`src/hdl/tlbl_pkg.sv`:
```
`default_nettype none

package tlbl_pkg;

	// Defaults for the top-level parameters
	localparam int TLB_ENTRIES_DEF = 8;
	localparam int TABLE_PAGES_DEF = 8;

	// Fixed field widths
	localparam int PAGE_BITS    = 16;
	localparam int FRAME_BITS   = 8;
	localparam int CNT_W        = 32;

	// Page table registers: bit 8 valid, bits 7..0 frame
	localparam int PT_REGS      = 8;
	localparam int PT_IDX_W     = 3;
	localparam int PT_W         = 9;
	localparam int PT_VALID_BIT = 8;
	localparam int CFG_IDX_W    = 4;

	// Request modes
	localparam logic MODE_XLATE = 1'b0;
	localparam logic MODE_CLEAR = 1'b1;

	typedef logic [PT_W-1:0] pt_word_t;

	typedef struct packed {
		logic                 mode;
		logic [PAGE_BITS-1:0] page;
	} req_t;

	typedef struct packed {
		logic [FRAME_BITS-1:0] frame;
		logic                  tlb_hit;
		logic                  page_fault;
		logic [CNT_W-1:0]      hit_total;
		logic [CNT_W-1:0]      miss_total;
	} res_t;

	// Controller to datapath
	typedef struct packed {
		logic load;
		logic look;
		logic upd;
	} cmd_t;

	function automatic pt_word_t pt_reset_val(input logic [PT_IDX_W-1:0] idx);
		pt_word_t v;
		unique case (idx)
			3'd0: v = 9'd261;
			3'd1: v = 9'd258;
			3'd2: v = 9'd264;
			3'd3: v = 9'd257;
			3'd4: v = 9'd265;
			3'd5: v = 9'd259;
			3'd6: v = 9'd263;
			3'd7: v = 9'd260;
			default: v = '0;
		endcase
		return v;
	endfunction

endpackage

`default_nettype wire

```
`src/hdl/tlbl_ctrl.sv`:
```
`default_nettype none

module tlbl_ctrl
	import tlbl_pkg::*;
(
	input  wire  clk,
	input  wire  arst_n,
	input  wire  start,
	output logic busy,
	output cmd_t cmd
);

	typedef enum logic [1:0] {
		ST_IDLE,
		ST_LOOK,
		ST_UPD
	} state_t;

	state_t state_q;
	logic   busy_q;

	always_ff @(posedge clk or negedge arst_n) begin
		if (!arst_n) begin
			state_q <= ST_IDLE;
			busy_q  <= 1'b0;
		end else begin
			unique case (state_q)
				ST_IDLE: begin
					if (start) begin
						state_q <= ST_LOOK;
						busy_q  <= 1'b1;
					end
				end
				ST_LOOK: begin
					state_q <= ST_UPD;
					busy_q  <= 1'b1;
				end
				ST_UPD: begin
					state_q <= ST_IDLE;
					busy_q  <= 1'b0;
				end
				default: begin
					state_q <= ST_IDLE;
					busy_q  <= 1'b0;
				end
			endcase
		end
	end

	assign busy     = busy_q;
	assign cmd.load = start && !busy_q;
	assign cmd.look = (state_q == ST_LOOK);
	assign cmd.upd  = (state_q == ST_UPD);

endmodule

`default_nettype wire

```
`src/hdl/tlbl_dp.sv`:
```
`default_nettype none

module tlbl_dp
	import tlbl_pkg::*;
#(
	parameter int TLB_ENTRIES = TLB_ENTRIES_DEF,
	parameter int TABLE_PAGES = TABLE_PAGES_DEF
) (
	input  wire                  clk,
	input  wire                  arst_n,
	input  cmd_t                 cmd,
	input  req_t                 req,
	input  wire                  cfg_we,
	input  wire [CFG_IDX_W-1:0]  cfg_idx,
	input  wire [PT_W-1:0]       cfg_data,
	output logic                 done,
	output res_t                 res
);

	localparam int IDX_W = $clog2(TLB_ENTRIES);
	localparam int AGE_W = IDX_W;

	// Captured request and page table
	req_t     req_q;
	pt_word_t pt_q [PT_REGS];

	// TLB entries
	logic [TLB_ENTRIES-1:0] vld_q;
	logic [PAGE_BITS-1:0]   pg_q  [TLB_ENTRIES];
	logic [FRAME_BITS-1:0]  frm_q [TLB_ENTRIES];
	logic [AGE_W-1:0]       age_q [TLB_ENTRIES];
	logic [AGE_W-1:0]       age_d [TLB_ENTRIES];

	logic [CNT_W-1:0] hit_cnt_q, miss_cnt_q, hit_cnt_d, miss_cnt_d;

	// Lookup results
	logic                  hit_q;
	logic [IDX_W-1:0]      hit_idx_q;
	logic [AGE_W-1:0]      hit_age_q;
	logic [FRAME_BITS-1:0] hit_frm_q;
	logic [IDX_W-1:0]      slot_q;
	logic                  pt_ok_q;
	logic [FRAME_BITS-1:0] pt_frm_q;

	logic [TLB_ENTRIES-1:0] match_vec, victim_vec;
	logic [IDX_W-1:0]       hit_idx, free_idx, victim_idx, slot;
	pt_word_t               pt_sel;
	logic                   in_tbl;

	res_t res_d, res_q;
	logic done_q;
	logic upd_xlate, upd_hit, upd_fill;

	// Parallel tag compare, LRU victim is the valid entry of the oldest age
	always_comb begin
		for (int i = 0; i < TLB_ENTRIES; i++) begin
			match_vec[i]  = vld_q[i] && (pg_q[i] == req_q.page);
			victim_vec[i] = vld_q[i] && (age_q[i] == AGE_W'(TLB_ENTRIES - 1));
		end
	end

	always_comb begin
		hit_idx    = '0;
		free_idx   = '0;
		victim_idx = '0;
		for (int i = TLB_ENTRIES - 1; i >= 0; i--) begin
			if (match_vec[i])  hit_idx    = IDX_W'(i);
			if (!vld_q[i])     free_idx   = IDX_W'(i);
			if (victim_vec[i]) victim_idx = IDX_W'(i);
		end
	end

	assign slot   = (&vld_q) ? victim_idx : free_idx;
	assign pt_sel = pt_q[req_q.page[PT_IDX_W-1:0]];
	assign in_tbl = (req_q.page < PAGE_BITS'(TABLE_PAGES));

	// Page table registers
	always_ff @(posedge clk or negedge arst_n) begin
		if (!arst_n) begin
			for (int i = 0; i < PT_REGS; i++) begin
				pt_q[i] <= pt_reset_val(PT_IDX_W'(i));
			end
		end else if (cfg_we && (cfg_idx < CFG_IDX_W'(PT_REGS))) begin
			pt_q[cfg_idx[PT_IDX_W-1:0]] <= cfg_data;
		end
	end

	// Request capture and lookup registers
	always_ff @(posedge clk) begin
		if (cmd.load) begin
			req_q <= req;
		end
		if (cmd.look) begin
			hit_q     <= |match_vec;
			hit_idx_q <= hit_idx;
			hit_age_q <= age_q[hit_idx];
			hit_frm_q <= frm_q[hit_idx];
			slot_q    <= slot;
			pt_ok_q   <= in_tbl && pt_sel[PT_VALID_BIT];
			pt_frm_q  <= pt_sel[FRAME_BITS-1:0];
		end
	end

	assign upd_xlate = cmd.upd && (req_q.mode == MODE_XLATE);
	assign upd_hit   = upd_xlate && hit_q;
	assign upd_fill  = upd_xlate && !hit_q && pt_ok_q;

	// LRU ages: touched entry to zero, younger valid ones one older
	always_comb begin
		for (int i = 0; i < TLB_ENTRIES; i++) begin
			age_d[i] = age_q[i];
			if (upd_hit) begin
				if (hit_idx_q == IDX_W'(i)) begin
					age_d[i] = '0;
				end else if (vld_q[i] && (age_q[i] < hit_age_q)) begin
					age_d[i] = age_q[i] + AGE_W'(1);
				end
			end else if (upd_fill) begin
				if (slot_q == IDX_W'(i)) begin
					age_d[i] = '0;
				end else if (vld_q[i]) begin
					age_d[i] = age_q[i] + AGE_W'(1);
				end
			end
		end
	end

	// Saturating counters and result
	always_comb begin
		hit_cnt_d  = hit_cnt_q;
		miss_cnt_d = miss_cnt_q;
		res_d      = '0;
		if (req_q.mode == MODE_CLEAR) begin
			hit_cnt_d  = '0;
			miss_cnt_d = '0;
		end else if (hit_q) begin
			if (hit_cnt_q != '1) hit_cnt_d = hit_cnt_q + CNT_W'(1);
			res_d.frame   = hit_frm_q;
			res_d.tlb_hit = 1'b1;
		end else begin
			if (miss_cnt_q != '1) miss_cnt_d = miss_cnt_q + CNT_W'(1);
			if (pt_ok_q) begin
				res_d.frame = pt_frm_q;
			end else begin
				res_d.page_fault = 1'b1;
			end
		end
		res_d.hit_total  = hit_cnt_d;
		res_d.miss_total = miss_cnt_d;
	end

	always_ff @(posedge clk or negedge arst_n) begin
		if (!arst_n) begin
			vld_q      <= '0;
			hit_cnt_q  <= '0;
			miss_cnt_q <= '0;
			done_q     <= 1'b0;
			for (int i = 0; i < TLB_ENTRIES; i++) begin
				age_q[i] <= '0;
			end
		end else begin
			done_q <= cmd.upd;
			if (cmd.upd) begin
				hit_cnt_q  <= hit_cnt_d;
				miss_cnt_q <= miss_cnt_d;
			end
			if (upd_fill) begin
				vld_q[slot_q] <= 1'b1;
			end
			for (int i = 0; i < TLB_ENTRIES; i++) begin
				age_q[i] <= age_d[i];
			end
		end
	end

	always_ff @(posedge clk) begin
		if (upd_fill) begin
			pg_q[slot_q]  <= req_q.page;
			frm_q[slot_q] <= pt_frm_q;
		end
		if (cmd.upd) begin
			res_q <= res_d;
		end
	end

	assign done = done_q;
	assign res  = res_q;

	// A full TLB holds a permutation of ages: exactly one oldest entry
	a_lru_unique: assert property (@(posedge clk) disable iff (!arst_n)
		(&vld_q) |-> $onehot(victim_vec))
		else $error("LRU ages not a permutation");

	// A hit never changes which entries are valid
	a_hit_keeps_valid: assert property (@(posedge clk) disable iff (!arst_n)
		upd_hit |=> (vld_q == $past(vld_q)))
		else $error("valid bits changed on a hit");

endmodule

`default_nettype wire

```
`src/hdl/tlb_lru_translate.sv`:
```
// Channel  Ports                          Handshake
// -------  -----------------------------  -------------------------------------
// request  start, busy, req (req_t)       taken at an edge with start & !busy
// result   done, res (res_t)              one-cycle strobe, cannot be held off
// config   cfg_we, cfg_idx, cfg_data      page table word, cfg_we & cfg_idx < 8
//
// A request goes through capture, tag lookup and update. The result strobe
// comes in the cycle after the update, and busy is already low in that cycle,
// so the next request can be taken while the result is shown, and none is
// taken earlier. The controller's lookup/update sequence sets the pace.
// Reset clears the TLB valid bits, ages and counters and reloads the page
// table words; no clearing pass is needed. The receiver cannot stall.
`default_nettype none

module tlb_lru_translate
	import tlbl_pkg::*;
#(
	parameter int TLB_ENTRIES = TLB_ENTRIES_DEF,
	parameter int TABLE_PAGES = TABLE_PAGES_DEF
) (
	input  wire                 clk,
	input  wire                 arst_n,
	// request
	input  wire                 start,
	output logic                busy,
	input  req_t                req,
	// result
	output logic                done,
	output res_t                res,
	// page table writes
	input  wire                 cfg_we,
	input  wire [CFG_IDX_W-1:0] cfg_idx,
	input  wire [PT_W-1:0]      cfg_data
);

	cmd_t cmd;

	// Sequencer: idle, lookup, update
	tlbl_ctrl u_ctrl (
		.clk    (clk),
		.arst_n (arst_n),
		.start  (start),
		.busy   (busy),
		.cmd    (cmd)
	);

	// Entry array, LRU ages, page table and counters
	tlbl_dp #(
		.TLB_ENTRIES (TLB_ENTRIES),
		.TABLE_PAGES (TABLE_PAGES)
	) u_dp (
		.clk      (clk),
		.arst_n   (arst_n),
		.cmd      (cmd),
		.req      (req),
		.cfg_we   (cfg_we),
		.cfg_idx  (cfg_idx),
		.cfg_data (cfg_data),
		.done     (done),
		.res      (res)
	);

	// An accepted request makes the block busy straight away
	a_busy_after_accept: assert property (@(posedge clk) disable iff (!arst_n)
		(start && !busy) |=> busy)
		else $error("busy not raised after request");

	// A hit and a page fault never come together; a fault returns frame zero
	a_hit_fault_excl: assert property (@(posedge clk) disable iff (!arst_n)
		done |-> !(res.tlb_hit && res.page_fault))
		else $error("hit and page fault both set");

	a_fault_frame: assert property (@(posedge clk) disable iff (!arst_n)
		(done && res.page_fault) |-> (res.frame == '0))
		else $error("page fault with non-zero frame");

endmodule

`default_nettype wire
```
`config.mk`:
```
export PLATFORM = sky130hd
export DESIGN_NAME = tlb_lru_translate
export DESIGN_NICKNAME = d
export VERILOG_FILES = /design/src/hdl/tlbl_pkg.sv /design/src/hdl/tlbl_ctrl.sv /design/src/hdl/tlbl_dp.sv /design/src/hdl/tlb_lru_translate.sv
export SDC_FILE = /design/constraint.sdc
export NUM_CORES = 1
export LEC_CHECK = 0
export ABC_AREA = 1
export BUFFER_PORTS_ARGS = -buffer_cell sky130_fd_sc_hd__buf_2
export CORE_MARGIN = 3
export CORE_UTILIZATION = 25
export DETAILED_ROUTE_END_ITERATION = 7
export GPL_ROUTABILITY_DRIVEN = 0
export PLACE_DENSITY_LB_ADDON = 0.1
export SLEW_MARGIN = 10
export SYNTH_ARGS = -nofsm -noshare
export SYNTH_HDL_FRONTEND = slang
export SYNTH_SLANG_ARGS = --single-unit
export TNS_END_PERCENT = 10
```
`constraint.sdc`:
```
create_clock -name clk -period 3.45 [get_ports clk]
set_input_delay 0.1725 -clock clk [delete_from_list [all_inputs] [get_ports clk]]
set_output_delay 0.1725 -clock clk [all_outputs]
set_load 0.005 [all_outputs]
```
==> results.sh <==
export IMPL_post_dp_hpwl_um=54600
export IMPL_placed_area_sq_um=26200
export IMPL_die_h_um=316
export IMPL_drt_pass1_iter_count=5
export IMPL_cts_setup_buffers=0
export IMPL_grt_pass1_vias=19000
export IMPL_dieArea_sq_um=99600
export IMPL_vdd_ir_drop_max_mv=0.337
export IMPL_vias_per_cell=4.62
export IMPL_clkSinkCount=482
export IMPL_portBuffers=109
export IMPL_critPathLaunchType="flop"
export IMPL_power_density_nw_per_um2=541
export IMPL_finalSetupViolCount=0
export IMPL_crit_type="reg2reg"
export IMPL_wl_um=77600
export IMPL_synth_area_sq_um=24000
export IMPL_final_min_clock_period_ns=3.13
export IMPL_start_util_pct=25.4
export IMPL_worstPathArrival_ns=3.50
export IMPL_routed_via_count=18800
export IMPL_drt_iter0_drc=1481
export IMPL_drc=0
export IMPL_cp_end_kind="flop"
export IMPL_max_cap_violations=0
export IMPL_hold_viol=0
export IMPL_ctsHtreeMaxLevel=2
export IMPL_syn_to_final_growth_pct=19.4
export IMPL_fin_worst_skew_ns=0.0404
export IMPL_syn_nets=2664
export IMPL_antenna_found_initial=5
export IMPL_slew_violations=0
export IMPL_fp_coreArea_sq_um=94200
export IMPL_overflow=0
export IMPL_worstPathMaxFanout=22
export IMPL_ys_warn_count=0
export IMPL_yosys_register_bits=482
export IMPL_finalInstanceArea_sq_um=28600
export IMPL_async_flop_share_pct=35.7
export IMPL_setup_ws_ns=0.319
export IMPL_cts_made_buffers=60
export IMPL_grtUsageTotal_pct=15.5
export IMPL_clk_pin_slew_worst_paths_ns=0.06
export IMPL_die_x_um=316
export IMPL_synth_edf_count=310
export IMPL_rsz0062_at_grt="no"
export IMPL_tns_ns=0
export IMPL_min_period_over_period_pct=90.8
export IMPL_cts_tree="built"
export IMPL_ys_flop_type="edfxtp_1"
export IMPL_tightest_slew_ns=0.893
export IMPL_root_buffer="clkbuf_16"
export IMPL_fmax_mhz=319
export IMPL_yosys_cell_types_count=59
export IMPL_yosysSeqAreaShare_pct=56.9
export IMPL_ioPinCount=110
export IMPL_clock_latency_ns=0.64
export IMPL_clk_path_buf_depth=3
export IMPL_required_ns=3.82
export IMPL_power_leakage_uw=0.0116
export IMPL_grt_max_degree=177
export IMPL_relSlewSlack_pct=40.3
export IMPL_syn_avg_cell_area_sq_um=9.23
export IMPL_place_ws_ns=0.370
export IMPL_final_cell_mix="nand2_1, inv_1, edfxtp_1"
export IMPL_drive_gt1_share_pct=13.1
export IMPL_layout_nets=2841
export IMPL_status="completed"
export IMPL_grt_pass1_wl_um=119000
export IMPL_final_common_cell="nand2_1"
export IMPL_synthCells=2596
export IMPL_hold_class="in2reg"
export IMPL_final_antenna_net_count=0
export IMPL_rows=112
export IMPL_wire_per_inst_um=19.0
## what timing repair did
item / in CTS / in global routing
gates resized for setup: 0 / 1
hold endpoints to repair: 160 / 0
hold buffers: 28 / 0
endpoints found under the setup margin: 0 / 2
## stage by stage
stage                     std cells  hold WS, ns  util (%)  total power (uW)
final                          4077       0.0920      30.4             15500
after global routing           4076       0.0881      30.4             16200
after CTS                      4076       0.0416      30.4             15800
after detailed placement       3937        0.351      27.9              8920
after global placement         3937        0.350      27.9              8900
after floorplan                2596       -0.123         -              8140
## critical path: stages, from the launching register on
cell      delay, ns
edfxtp_1       0.57
buf_4          0.26
inv_1          0.24
nand2_1        0.08
nand2_1        0.09
nand3_1        0.08
nor2_1         0.11
nand2_1        0.08
o21ai_0        0.34
nand3_1        0.21
nand2_1        0.16
nand2_4        0.07
buf_4          0.22
nand3_1        0.11
nand3_1        0.09
nand2_1        0.08
inv_1          0.04
## cell type report
cell class                 instances  area, sq um
clock inverter                    28          388
clock buffer                      83         1700
tap                             1254         1570
antenna                            1         2.50
inverter                         349         1320
multi-input combinational       1667         8540
fill                            9919        65500
timing repair buffer             213         1470
sequential                       482        13600
## layer usage
| layer | global-route usage [%] | routed length, um | part of all wire [%] | vias up |
|---|---|---|---|---|
| met5 | 0 | 0 | 0 | - |
| met3 | 2.24 | 3650 | 4.7 | 117 |
| li1 | - | - | - | 9178 |
| met2 | 25.1 | 35400 | 46 | 440 |
| met1 | 21.6 | 36300 | 47 | 9100 |
| met4 | 4.68 | 2210 | 2.8 | 0 |
## report_power, final
group	total [uW]	internal, uW	switching, uW
clock network	6670	4100	2580
logic	1710	561	1150
registers	7090	6720	365
## flip-flops by register name (all words and copies together), names as in the netlist, 3 cells and up
register	cells
u_dp.pg_q	128
u_dp.res	74
u_dp.pt_q	72
u_dp.frm_q	64
u_dp.hit_cnt_q	32
u_dp.miss_cnt_q	32
u_dp.age_q	24
u_dp.req_q	17
u_dp.hit_frm_q	8
u_dp.pt_frm_q	8
u_dp.vld_q	8
u_dp.hit_age_q	3
u_dp.hit_idx_q	3
u_dp.slot_q	3
## synthesized netlist by cell type (all sizes together), types with 2 or more instances
| library cell | count | area [sq um] |
|---|---|---|
| nand3b | 20 | 150 |
| o2111ai | 9 | 78.8 |
| xor2 | 46 | 403 |
| buf | 52 | 345 |
| or2 | 23 | 144 |
| a31oi | 11 | 68.8 |
| a32o | 8 | 80.1 |
| xnor2 | 16 | 140 |
| o31ai | 2 | 15.0 |
| nand4 | 56 | 350 |
| nand3 | 194 | 983 |
| dfrtp | 151 | 3780 |
| o21a | 4 | 30.0 |
| dfstp | 21 | 552 |
| a21oi | 61 | 305 |
| clkbuf | 46 | 174 |
| a21boi | 3 | 22.5 |
| nand2 | 532 | 2040 |
| nor3 | 89 | 470 |
| inv | 348 | 1310 |
| a311oi | 14 | 123 |
| ha | 34 | 425 |
| o211ai | 12 | 90.1 |
| a211oi | 4 | 30.0 |
| and3 | 4 | 25.0 |
| nor4 | 33 | 228 |
| nor2 | 224 | 846 |
| o22ai | 15 | 93.8 |
| o21ai | 237 | 1200 |
| edfxtp | 310 | 9310 |
| nor3b | 7 | 62.6 |
## kinds of logic (layout without fill, tap and decap cells)
| group | after synthesis | after routing | share of synthesized area [%] |
|---|---|---|---|
| buffers and inverters | 447 | 673 | 7.65 |
| XOR/XNOR | 62 | 62 | 2.27 |
| AO/OA/AOI/OAI | 388 | 388 | 9.25 |
| adder cells (fa/ha/maj) | 34 | 34 | 1.78 |
| flip-flops | 482 | 482 | 56.9 |
| AND/OR/NAND/NOR | 1183 | 1183 | 22.1 |
| other | 0 | 1 | 0 |
## final timing paths
path / from / to / slack [ns] / cells after the start
setup reg to reg: u_dp.req_q[14] / u_dp.hit_frm_q[0] / 0.32 / 16
max in group asynchronous: arst_n / u_dp.vld_q[4] / 2.21 / 3
hold reg to reg: u_dp.pt_q[60] / u_dp.pt_q[60] / 0.48 / 2
hold / removal: cfg_idx[2] / u_dp.pt_q[44] / 0.09 / 5
setup / recovery: u_dp.req_q[14] / u_dp.hit_frm_q[0] / 0.32 / 16
min in group asynchronous: arst_n / u_dp.pt_q[13] / 0.24 / 2
(Power assumes the default switching activity.)
